[src/hdl/gpio_pkg.sv]
// Shared types, register word addresses and constants of the GPIO port.
// Used by gpio_core and gpio_port_with_interrupts; depends on nothing.
`timescale 1ns / 1ps
`default_nettype none

package gpio_pkg;

	// Pin count and the number of pad registers.
	localparam int NumPinsDef = 8;
	localparam int PadCount = 9;
	localparam int PadIdxW = $clog2(PadCount);

	// Command codes of an input beat.
	localparam logic [1:0] CmdRead = 2'd0;
	localparam logic [1:0] CmdWrite = 2'd1;
	localparam logic [1:0] CmdPin = 2'd2;

	// Byte offset boundaries and the lock key.
	localparam logic [11:0] WindowEnd = 12'h400;
	localparam logic [11:0] IdBase = 12'hfd0;
	localparam logic [31:0] LockKey = 32'h0acce551;

	// Register word addresses, offset[11:2].
	localparam logic [9:0] AddrDir = 10'h100;
	localparam logic [9:0] AddrSense = 10'h101;
	localparam logic [9:0] AddrBoth = 10'h102;
	localparam logic [9:0] AddrPol = 10'h103;
	localparam logic [9:0] AddrMask = 10'h104;
	localparam logic [9:0] AddrRaw = 10'h105;
	localparam logic [9:0] AddrMis = 10'h106;
	localparam logic [9:0] AddrIcr = 10'h107;
	localparam logic [9:0] AddrAlt = 10'h108;
	localparam logic [9:0] AddrLock = 10'h148;
	localparam logic [9:0] AddrCommit = 10'h149;
	localparam logic [9:0] AddrPadLast = 10'h14a;
	// Pad registers 0..7 share offset[11:5].
	localparam logic [6:0] PadGroup = 7'h28;

	// One input beat.
	typedef struct packed {
		logic [1:0]  command;
		logic [11:0] offset;
		logic [31:0] write_data;
		logic [2:0]  pin_index;
		logic        pin_level;
	} item_t;

	// One result beat.
	typedef struct packed {
		logic [7:0] read_data;
		logic       access_error;
		logic [7:0] pin_out;
		logic       irq_out;
	} result_t;

	// Mask of the implemented pins.
	function automatic logic [7:0] pin_mask(input int n);
		logic [8:0] full;
		full = (9'd1 << n) - 9'd1;
		return full[7:0];
	endfunction

	// Identification bytes, one per word from IdBase.
	function automatic logic [7:0] id_byte(input logic [3:0] idx);
		logic [7:0] b;
		case (idx)
			4'd4: b = 8'h61;
			4'd5: b = 8'h10;
			4'd6: b = 8'h04;
			4'd8: b = 8'h0d;
			4'd9: b = 8'hf0;
			4'd10: b = 8'h05;
			4'd11: b = 8'hb1;
			default: b = 8'h00;
		endcase
		return b;
	endfunction

endpackage

`default_nettype wire

[src/hdl/gpio_port_with_interrupts.sv]
// GPIO port top level: input register, core, result register, config port.
// A beat goes from the input register through the core into the result register.
// Throughput: one beat per cycle while out_stall does not hold a result; the core's state updates once per beat.
// A result held by out_stall does not block intake while the input stage is free.
// Reset (arst_n low, asynchronous): all inputs, commit locked with a mask of all implemented pins, no status.
// Depends on gpio_pkg and gpio_core.
`timescale 1ns / 1ps
`default_nettype none

module gpio_port_with_interrupts #(
	parameter int NUM_PINS = gpio_pkg::NumPinsDef
) (
	input  wire logic        clk,
	input  wire logic        arst_n,
	input  wire logic        in_valid,
	output      logic        in_stall,
	input  wire logic [1:0]  command,
	input  wire logic [11:0] offset,
	input  wire logic [31:0] write_data,
	input  wire logic [2:0]  pin_index,
	input  wire logic        pin_level,
	output      logic        out_valid,
	input  wire logic        out_stall,
	output      logic [7:0]  read_data,
	output      logic        access_error,
	output      logic [7:0]  pin_out,
	output      logic        irq_out,
	input  wire logic        psel,
	input  wire logic        penable,
	input  wire logic        pwrite,
	input  wire logic [2:0]  paddr,
	input  wire logic [31:0] pwdata,
	output      logic [31:0] prdata,
	output      logic        pready
);
	import gpio_pkg::*;

	localparam logic [7:0] PinMask = pin_mask(NUM_PINS);

	item_t   item_s1;
	logic    valid_s1;
	result_t core_res;
	result_t res_q;
	logic    out_valid_q;
	logic    advance;
	logic    accept;
	logic [7:0] invert_q;

	// The input stage moves into the result register when that is free or drained.
	assign advance = valid_s1 && (!out_valid_q || !out_stall);
	assign in_stall = valid_s1 && !advance;
	assign accept = in_valid && !in_stall;

	// Input stage register.
	always_ff @(posedge clk or negedge arst_n) begin
		if (!arst_n) begin
			valid_s1 <= 1'b0;
		end else if (accept) begin
			valid_s1 <= 1'b1;
		end else if (advance) begin
			valid_s1 <= 1'b0;
		end
	end

	always_ff @(posedge clk) begin
		if (accept) begin
			item_s1 <= '{command: command, offset: offset, write_data: write_data,
				pin_index: pin_index, pin_level: pin_level};
		end
	end

	gpio_core #(
		.NUM_PINS(NUM_PINS)
	) u_core (
		.clk(clk),
		.arst_n(arst_n),
		.fire(advance),
		.item(item_s1),
		.input_invert(invert_q),
		.result(core_res)
	);

	// Result register.
	always_ff @(posedge clk or negedge arst_n) begin
		if (!arst_n) begin
			out_valid_q <= 1'b0;
		end else if (advance) begin
			out_valid_q <= 1'b1;
		end else if (!out_stall) begin
			out_valid_q <= 1'b0;
		end
	end

	always_ff @(posedge clk) begin
		if (advance) begin
			res_q <= core_res;
		end
	end

	assign out_valid = out_valid_q;
	assign read_data = res_q.read_data;
	assign access_error = res_q.access_error;
	assign pin_out = res_q.pin_out;
	assign irq_out = res_q.irq_out;

	// Configuration port: input inversion register at byte address zero.
	always_ff @(posedge clk or negedge arst_n) begin
		if (!arst_n) begin
			invert_q <= 8'h00;
		end else if (psel && penable && pwrite && !paddr[2]) begin
			invert_q <= pwdata[7:0] & PinMask;
		end
	end

	assign pready = 1'b1;
	assign prdata = paddr[2] ? 32'd0 : {24'd0, invert_q};

endmodule

`default_nettype wire

[src/hdl/gpio_core.sv]
// Register file, bus decode and interrupt detection of the GPIO port.
// Depends on gpio_pkg; state advances on each fired item.
`timescale 1ns / 1ps
`default_nettype none

module gpio_core #(
	parameter int NUM_PINS = gpio_pkg::NumPinsDef
) (
	input  wire logic             clk,
	input  wire logic             arst_n,
	input  wire logic             fire,
	input  wire gpio_pkg::item_t  item,
	input  wire logic [7:0]       input_invert,
	output gpio_pkg::result_t     result
);
	import gpio_pkg::*;

	localparam logic [7:0] PinMask = pin_mask(NUM_PINS);
	localparam logic [3:0] NumPinsW = 4'(NUM_PINS);
	localparam logic [PadIdxW-1:0] PadLastIdx = PadIdxW'(PadCount - 1);

	logic [7:0] data_q, last_q, dir_q, sense_q, both_q, pol_q, mask_q, raw_q, alt_q, commit_q;
	logic       lock_q;
	logic [7:0] pad_q [PadCount];

	logic [7:0] n_data, n_last, n_dir, n_sense, n_both, n_pol, n_mask, n_raw, n_alt, n_commit;
	logic       n_lock;
	logic       pad_we;
	logic [PadIdxW-1:0] pad_widx;
	logic       run_detect;
	logic [7:0] rd, v, wmask, pmask, changed, match;
	logic       err, lvl;
	logic [9:0] word;
	logic [11:0] id_off;

	assign word = item.offset[11:2];
	assign id_off = item.offset - IdBase;
	assign v = item.write_data[7:0] & PinMask;

	// Decode the beat, then run edge and level detection on the new state.
	always_comb begin
		n_data = data_q;
		n_last = last_q;
		n_dir = dir_q;
		n_sense = sense_q;
		n_both = both_q;
		n_pol = pol_q;
		n_mask = mask_q;
		n_raw = raw_q;
		n_alt = alt_q;
		n_commit = commit_q;
		n_lock = lock_q;
		pad_we = 1'b0;
		pad_widx = {1'b0, item.offset[4:2]};
		run_detect = 1'b0;
		rd = 8'h00;
		err = 1'b0;
		wmask = word[7:0] & dir_q;
		pmask = 8'h01 << item.pin_index;
		lvl = item.pin_level ^ input_invert[item.pin_index];
		changed = 8'h00;
		match = 8'h00;

		case (item.command)
			CmdRead: begin
				if (item.offset >= IdBase) begin
					rd = id_byte(id_off[5:2]);
				end else if (item.offset < WindowEnd) begin
					rd = data_q & word[7:0];
				end else begin
					case (word)
						AddrDir: rd = dir_q;
						AddrSense: rd = sense_q;
						AddrBoth: rd = both_q;
						AddrPol: rd = pol_q;
						AddrMask: rd = mask_q;
						AddrRaw: rd = raw_q;
						AddrMis: rd = raw_q & mask_q;
						AddrAlt: rd = alt_q;
						AddrLock: rd = {7'd0, lock_q};
						AddrCommit: rd = commit_q;
						AddrPadLast: rd = pad_q[PadLastIdx];
						default: begin
							if (word[9:3] == PadGroup) begin
								rd = pad_q[{1'b0, item.offset[4:2]}];
							end else begin
								err = 1'b1;
							end
						end
					endcase
				end
			end
			CmdWrite: begin
				run_detect = 1'b1;
				if (item.offset < WindowEnd) begin
					n_data = (data_q & ~wmask) | (v & wmask);
				end else begin
					case (word)
						AddrDir: n_dir = v;
						AddrSense: n_sense = v;
						AddrBoth: n_both = v;
						AddrPol: n_pol = v;
						AddrMask: n_mask = v;
						AddrIcr: n_raw = raw_q & ~v;
						AddrAlt: n_alt = (alt_q & ~commit_q) | (v & commit_q);
						AddrLock: n_lock = (item.write_data != LockKey);
						AddrCommit: begin
							if (!lock_q) begin
								n_commit = v;
							end
						end
						AddrPadLast: begin
							pad_we = 1'b1;
							pad_widx = PadLastIdx;
						end
						default: begin
							if (word[9:3] == PadGroup) begin
								pad_we = 1'b1;
							end else begin
								err = 1'b1;
								run_detect = 1'b0;
							end
						end
					endcase
				end
			end
			CmdPin: begin
				if (({1'b0, item.pin_index} < NumPinsW) && ((dir_q & pmask) == 8'h00)) begin
					run_detect = 1'b1;
					n_data = lvl ? (data_q | pmask) : (data_q & ~pmask);
				end
			end
			default: begin
			end
		endcase

		// Edge events update the last seen level; level events are sticky too.
		if (run_detect) begin
			changed = (n_last ^ n_data) & ~n_dir;
			match = ~(n_data ^ n_pol);
			if (changed != 8'h00) begin
				n_last = n_data;
				n_raw = n_raw | (changed & ~n_sense & (n_both | match));
			end
			n_raw = (n_raw | (match & n_sense)) & PinMask;
		end

		result.read_data = rd;
		result.access_error = err;
		result.pin_out = ((n_data & n_dir) | ~n_dir) & PinMask;
		result.irq_out = ((n_raw & n_mask) != 8'h00);
	end

	// State registers, written once per fired beat.
	always_ff @(posedge clk or negedge arst_n) begin
		if (!arst_n) begin
			data_q <= 8'h00;
			last_q <= 8'h00;
			dir_q <= 8'h00;
			sense_q <= 8'h00;
			both_q <= 8'h00;
			pol_q <= 8'h00;
			mask_q <= 8'h00;
			raw_q <= 8'h00;
			alt_q <= 8'h00;
			commit_q <= PinMask;
			lock_q <= 1'b1;
			for (int i = 0; i < PadCount; i++) begin
				pad_q[i] <= (i == 0) ? PinMask : 8'h00;
			end
		end else if (fire) begin
			data_q <= n_data;
			last_q <= n_last;
			dir_q <= n_dir;
			sense_q <= n_sense;
			both_q <= n_both;
			pol_q <= n_pol;
			mask_q <= n_mask;
			raw_q <= n_raw;
			alt_q <= n_alt;
			commit_q <= n_commit;
			lock_q <= n_lock;
			if (pad_we) begin
				pad_q[pad_widx] <= v;
			end
		end
	end

endmodule

`default_nettype wire
[config.mk]
export PLATFORM = sky130hd
export DESIGN_NAME = gpio_port_with_interrupts
export DESIGN_NICKNAME = d
export VERILOG_FILES = /design/src/hdl/gpio_pkg.sv /design/src/hdl/gpio_port_with_interrupts.sv /design/src/hdl/gpio_core.sv
export SDC_FILE = /design/constraint.sdc
export NUM_CORES = 1
export LEC_CHECK = 0
export BUFFER_PORTS_ARGS = -buffer_cell sky130_fd_sc_hd__clkbuf_2
export CAP_MARGIN = 20
export CORE_MARGIN = 2
export CORE_UTILIZATION = 55
export CTS_CLUSTER_SIZE = 10
export DETAILED_ROUTE_END_ITERATION = 12
export PLACE_DENSITY_LB_ADDON = 0.15
export SLEW_MARGIN = 30
export SYNTH_ARGS = -nofsm -noshare
export SYNTH_HDL_FRONTEND = slang
export SYNTH_SLANG_ARGS = --single-unit
[constraint.sdc]
create_clock -name clk -period 4.1 [get_ports clk]
set_input_delay 0.82 -clock clk [delete_from_list [all_inputs] [get_ports clk]]
set_output_delay 0.82 -clock clk [all_outputs]
set_load 0.005 [all_outputs]
==> metrics.txt, run 1 <==
outcome=finished clean; grt total ovfl=0; ys async rst share=0.7118; postcts setup bufs=0; slew margin rel.=0.3483; Crit Path Category=flip-flop to flip-flop; total I/O pin count=145; port bufs=91; Final Util=0.6371; Final min period=about 3700 ps; initial antenna violation count=0; Final nets=1266; Antenna diodes=0; largest net degree at the start of global routing=79; WP data required=4390 ps; GP Congestion=0.9514; synthesized area=12220 um^2; Ys Warns=0; TritonCTS buffer count=27; layout cell share with drive strength beyond 1=0.3118; CTS Root Cell=clkbuf_16; die width=153.1 um; Max-Cap Viols=0; TritonCTS clock tree=built; Top reg by flops=u_core.pad_q; # DRC=0; setup TNS=0 ps; GRT Total Usage=0.2775; Synth cell types=77; final hold vios=0; Worst Setup Start Kind=flip-flop; dpl cells=around 1400; sequential-to-total area share from yosys stat=0.4977; dpl hpwl=22.42 mm; clock skew=12.25 ps; row count=54; DRT Pass-1 Iters=5; Initial Utilization=0.5600; PostCTS Resize Cnt=0; VDD IR max=0.4692 mV; RSZ-0062 raised after global routing=false; Worst Max-Slew Pin Slew=about 970 ps; Clk Latency, worst-skew pair=550 ps; first-pass GRT wire length=50.89 mm; Seq cells post-synth=229; vias=about 9000; Via-to-Cell Ratio=6.221; Max Clock Freq=0.2725 GHz; Final Setup Violations=0; initial drt markers=877; ys flop type=dfrtp_1; clock sinks=229; Layout area overhead=13.78%; number of flip-flops in the largest register=just over 70; Max Slew Vio Count=0; Post-Layout Cell Count=1470; Hold Buf Count CTS=0; Clock transition at path regs=about 60 ps; EDFF count, synth=66; top cells by area, synth=dfrtp_1 (30%), edfxtp_1 (16%), mux2_2 (13%); hold crit path type=input port to asynchronous set/reset pin; power per cell area=405.8 nW/um^2; Syn Area/Cell=~11 um^2; Hold Slack=between 200 and 250 ps; final antenna-violating net count=0; top-area cell type share of the netlist area=0.2990; drt total wl=32.28 mm; CP max FO=10; vias in the first global route=~9000; top-count cell post-synth=dfrtp_1; Top Registers=u_core.pad_q: 72 flops, item_s1: 48 flops; Design Area, Final=13900 um^2; cell accounting for the most synthesized area=dfrtp_1; Die Ht=around 150 um; H-tree levels=1; Routed wire per std cell=about 22 um; core area=21820 um^2; cells after synthesis=1064; Commonest cells post-synth=dfrtp_1 (146), mux2_2 (143), nand2_1 (110), edfxtp_1 (66), clkbuf_1 (55); dpl cell area=13120 um^2; FF-to-FF path depth=9; fin crit share=0.8950; die footprint=23430 um^2; CP endpoint kind=flip-flop; Leak Pwr=approximately 0.006 uW; CP Data Arrival Time=3960 ps; CTS max path bufs=3
==> logic make-up after synthesis <==
group,Yosys count,share of synthesized area
compound gates,194,0.1087
xor+xnor,15,0.01075
fa+ha+maj,3,0.003072
buf+inv,118,0.04433
flops,229,0.4977
mux,219,0.2138
other cells,2,0.0006145
simple gates,284,0.1210
==> cells in the final DEF (no fill, tap or decap), drive strengths merged, types with 11 or more instances in the layout <==
master,Yosys,final
conb,2,25
nor4bb,11,11
a221oi,13,13
clkbuf,55,137
mux4,18,18
mux2i,45,45
dfrtp,146,146
nand4,14,14
dfstp,17,17
nor3,17,17
nand2,112,112
o22ai,12,12
inv,27,28
nand3,22,22
buf,35,55
o21ai,40,40
a211oi,14,14
a21oi,33,33
and3,11,11
nor2,41,41
mux2,156,156
edfxtp,66,66
a31oi,12,12
==> through the flow <==
| stage | power [uW] | worst slack, ps |
|---|---|---|
| after floorplan | 3168 | 1056 |
| after global placement | 3468 | 559.1 |
| after detailed placement | 3486 | 529.0 |
| after CTS | 5659 | 496.2 |
| after global routing | 5854 | 378.9 |
| final | 5643 | 430.3 |
==> cell type report <==
cell class | instances | area (um^2)
timing repair buffer | 145 | 892.1
multi-input combinational | 740 | 5685
tap | 280 | 350.3
clock buffer | 47 | 780.7
inverter | 28 | 105.1
fill | 1727 | 7919
clock inverter | 1 | 8.758
sequential | 229 | 6082
==> power by group <==
group	leakage [uW]	total (uW)	internal, uW	switching [uW]
Combinational	0.00295	820	323	497
Sequential	0.00279	2640	2510	137
Clock	0.000379	2180	1270	907
Total	0.00612	5640	4100	1540
==> per-layer routing <==
layer	global-route usage	vias up	wire length (um)
li1	-	4132	-
met3	0.05189	79	2506
met5	0	-	0
met2	0.4148	407	14180
met1	0.4063	4527	14250
met4	0.1041	0	1343
==> critical path, stage by stage, from the launching register on <==
cell and delay (ps):
edfxtp_1 490, or4b_4 600, nor4b_4 360, nand2_2 290
mux2_2 370, xnor2_1 140, a221oi_1 590, o22ai_1 200
a221oi_1 250, o211ai_1 120
==> final timing paths <==
| kind | startpoint | to | slack (ps) |
|---|---|---|---|
| setup / recovery | item_s1[42] | irq_out | 430 |
| hold / removal | arst_n | invert_q[6] | 210 |
| setup reg to reg | item_s1[42] | irq_out | 430 |
| hold reg to reg | valid_s1 | out_valid | 490 |
| max in group asynchronous | arst_n | u_core.pad_q[65] | 2960 |
| min in group clk | offset[10] | item_s1[46] | 450 |
Power figures use the tool's default switching activity.
==> run 2: changes to the inputs <==
SYNTH_HIERARCHICAL = 1   (was default)
==> run 2 against run 1 <==
Effect of this change:
- hold slack gained 94 ps
- combinational power grew 24%
- critical path type unchanged
- design area shrank 1.2%
- utilization shrank 0.39 points
- area after synthesis shrank 1.0%
- largest cell class unchanged
- highest routed layer unchanged
- worst setup slack gained 23 ps
==> metrics.txt, run 2 <==
outcome=finished clean; Clock transition at path regs=60 ps (about the same); dpl hpwl=20.93 mm (-6.7%); CTS max path bufs=3 (unchanged); area of the multi-input gates=5595 um^2 (-1.6%); vias in the first global route=8451 (-3.9%); Final Setup Violations=0 (unchanged); critical path depth=11 (+2); final antenna-violating net count=0 (unchanged); Initial Utilization=0.5577 (-0.002280); Final min period=3647 ps (-22.70 ps); Reg area=6082 um^2 (unchanged); Filler cells=1683 (-2.5%); Top reg by flops=u_core/pad_q; hold crit path type=input port to asynchronous set/reset pin; cells after synthesis=994 (-6.6%); commonest cells after routing, fill and taps aside=dfrtp_1 (146), mux2_2 (133), clkbuf_2 (90), nand2_1 (86), edfxtp_1 (66); Leak Pwr=0.005939 uW (-2.9%); Setup WS pre-CTS=532.5 ps (+3.542 ps); CTS Root Cell=clkbuf_16; GRT Total Usage=0.2637 (-0.01380); Max Clock Freq=0.2742 GHz (+0.62%); CP max FO=10 (unchanged); Buf+Inv Stages, Crit Path=2 (+2); layout cell share with drive strength beyond 1=0.3462 (+0.03439); Max Slew Vio Count=0 (unchanged); most common cell after layout, fill and taps aside=dfrtp_1; postcts setup bufs=0 (unchanged); largest net degree at the start of global routing=71 (-10%); clock sinks=229 (unchanged); reg2reg end=irq_out; vias=8613 (-5.8%); Final nets=1191 (-5.9%); grt total ovfl=0 (unchanged); Slowest Stage Delay on Critical Path=650 ps (+50 ps); clock skew=9.813 ps (-2.442 ps); CP Launch Point=item_s1[49]; PostCTS Resize Cnt=0 (unchanged); Routed wire per std cell=21.99 um (+0.14%); initial antenna violation count=0 (unchanged); CP max-delay cell=nor4_4; Crit Path Category=flip-flop to flip-flop; GP Congestion=0.9339 (-1.8%); Top Registers=u_core/pad_q: 72 flops, item_s1: 48 flops; power per cell area=442.1 nW/um^2 (+8.9%); H-tree levels=1 (unchanged); Max-Cap Viols=0 (unchanged); Ys Warns=6 (+6); FF-to-FF path depth=11 (+2); synthesized area=12100 um^2 (-1.0%); first-pass GRT wire length=48.04 mm (-5.6%); dpl cells=1345 (-5.4%); Reg-to-Reg Start=item_s1[49]; core area=21690 um^2 (-0.62%); RSZ-0062 raised after global routing=false; port bufs=91 (unchanged); die width=152.3 um (-0.50%); WP data required=4350 ps (-40 ps); Clk Latency, worst-skew pair=540 ps (about the same); row count=54 (unchanged); VDD IR max=0.2844 mV (-39%); Die Ht=152.3 um (-0.50%); CP top delay family=simple AND/OR/NAND/NOR gates; Layout area overhead=13.55%; TritonCTS clock tree=built; final hold vios=0 (unchanged); Post-Layout Cell Count=1398 (-4.9%); setup TNS=0 ps (unchanged); Worst Max-Slew Pin Slew=1018 ps (+48.97 ps); capture point of the worst path=irq_out; die footprint=23190 um^2 (-1.0%); crit path cell chain=inv_1 -> ha_1 -> inv_1 -> nor4_4 -> mux2i_1 -> nand2_1 -> mux2i_1 -> o221ai_2 -> o2111ai_1 -> a2111oi_1 -> nand4_1; total I/O pin count=145 (unchanged); Via-to-Cell Ratio=6.161 (-0.97%); Final Util=0.6333 (-0.003876); CP Data Arrival Time=3900 ps (-60 ps); initial drt markers=783 (-11%); Antenna diodes=0 (unchanged); Worst Setup Start Kind=flip-flop; # DRC=0 (unchanged); number of flip-flops in the largest register=72 (unchanged); fin crit share=0.8895 (-0.005536); DRT Pass-1 Iters=5 (unchanged); drt total wl=30.74 mm (-4.8%); TritonCTS buffer count=28 (+3.7%); setup ws final=453.0 ps (+22.70 ps); Hold Buf Count CTS=0 (unchanged); Syn Area/Cell=12.17 um^2 (+5.9%); r2r setup slk=450 ps (+20 ps); slew margin rel.=0.3164 (-0.03191); CP endpoint kind=flip-flop
run 2: worst reg2reg max path, stage by stage (launching register included):
cell and delay, ps:
edfxtp_1 390, inv_1 90, ha_1 450, inv_1 310, nor4_4 650, mux2i_1 230, nand2_1 110, mux2i_1 110
o221ai_2 260, o2111ai_1 150, a2111oi_1 390, nand4_1 210
run 2: cell type report:
type	count	share of cell area
Timing Repair Buffer	131	0.05694
Clock inverter	3	0.002004
Sequential cell	229	0.4428
Clock buffer	49	0.05903
Tap cell	280	0.02551
Inverter	23	0.006286
Multi-Input combinational cell	683	0.4074
run 2: where the power goes:
part	switching, uW	leakage (uW)	internal [uW]
logic	573	0.00281	445
clock network	929	0.000402	1330
registers	222	0.00273	2570
total	1720	0.00594	4350
run 2: per-layer routing:
| layer | up-vias | part of all wire | track usage |
|---|---|---|---|
| li1 | 3854 | - | - |
| met1 | 4298 | 0.44 | 0.3895 |
| met2 | 399 | 0.45 | 0.4035 |
| met3 | 62 | 0.081 | 0.04636 |
| met4 | 0 | 0.030 | 0.07922 |
| met5 | - | 0 | 0 |
run 2: worst min-delay path by stage:
stage / slack (ps) / endpoint / start
after global placement: 460 / out_valid / valid_s1
after CTS: 330 / u_core/both_q[3] / arst_n
after floorplan: 440 / out_valid / valid_s1
final: 310 / valid_s1 / arst_n
after global routing: 350 / valid_s1 / arst_n
after detailed placement: 480 / out_valid / valid_s1
run 2: metrics by stage:
step / cell area (um^2) / total power (uW) / hold WS [ps]
6_report: 13730 / 6072 / 305.3
5_1_grt: 13730 / 6323 / 350.5
3_5_place_dp: 12880 / 3827 / 477.4
2_1_floorplan: 12180 / 3466 / 442.6
3_3_place_gp: 12880 / 3808 / 460.8
4_1_cts: 13720 / 6085 / 325.2
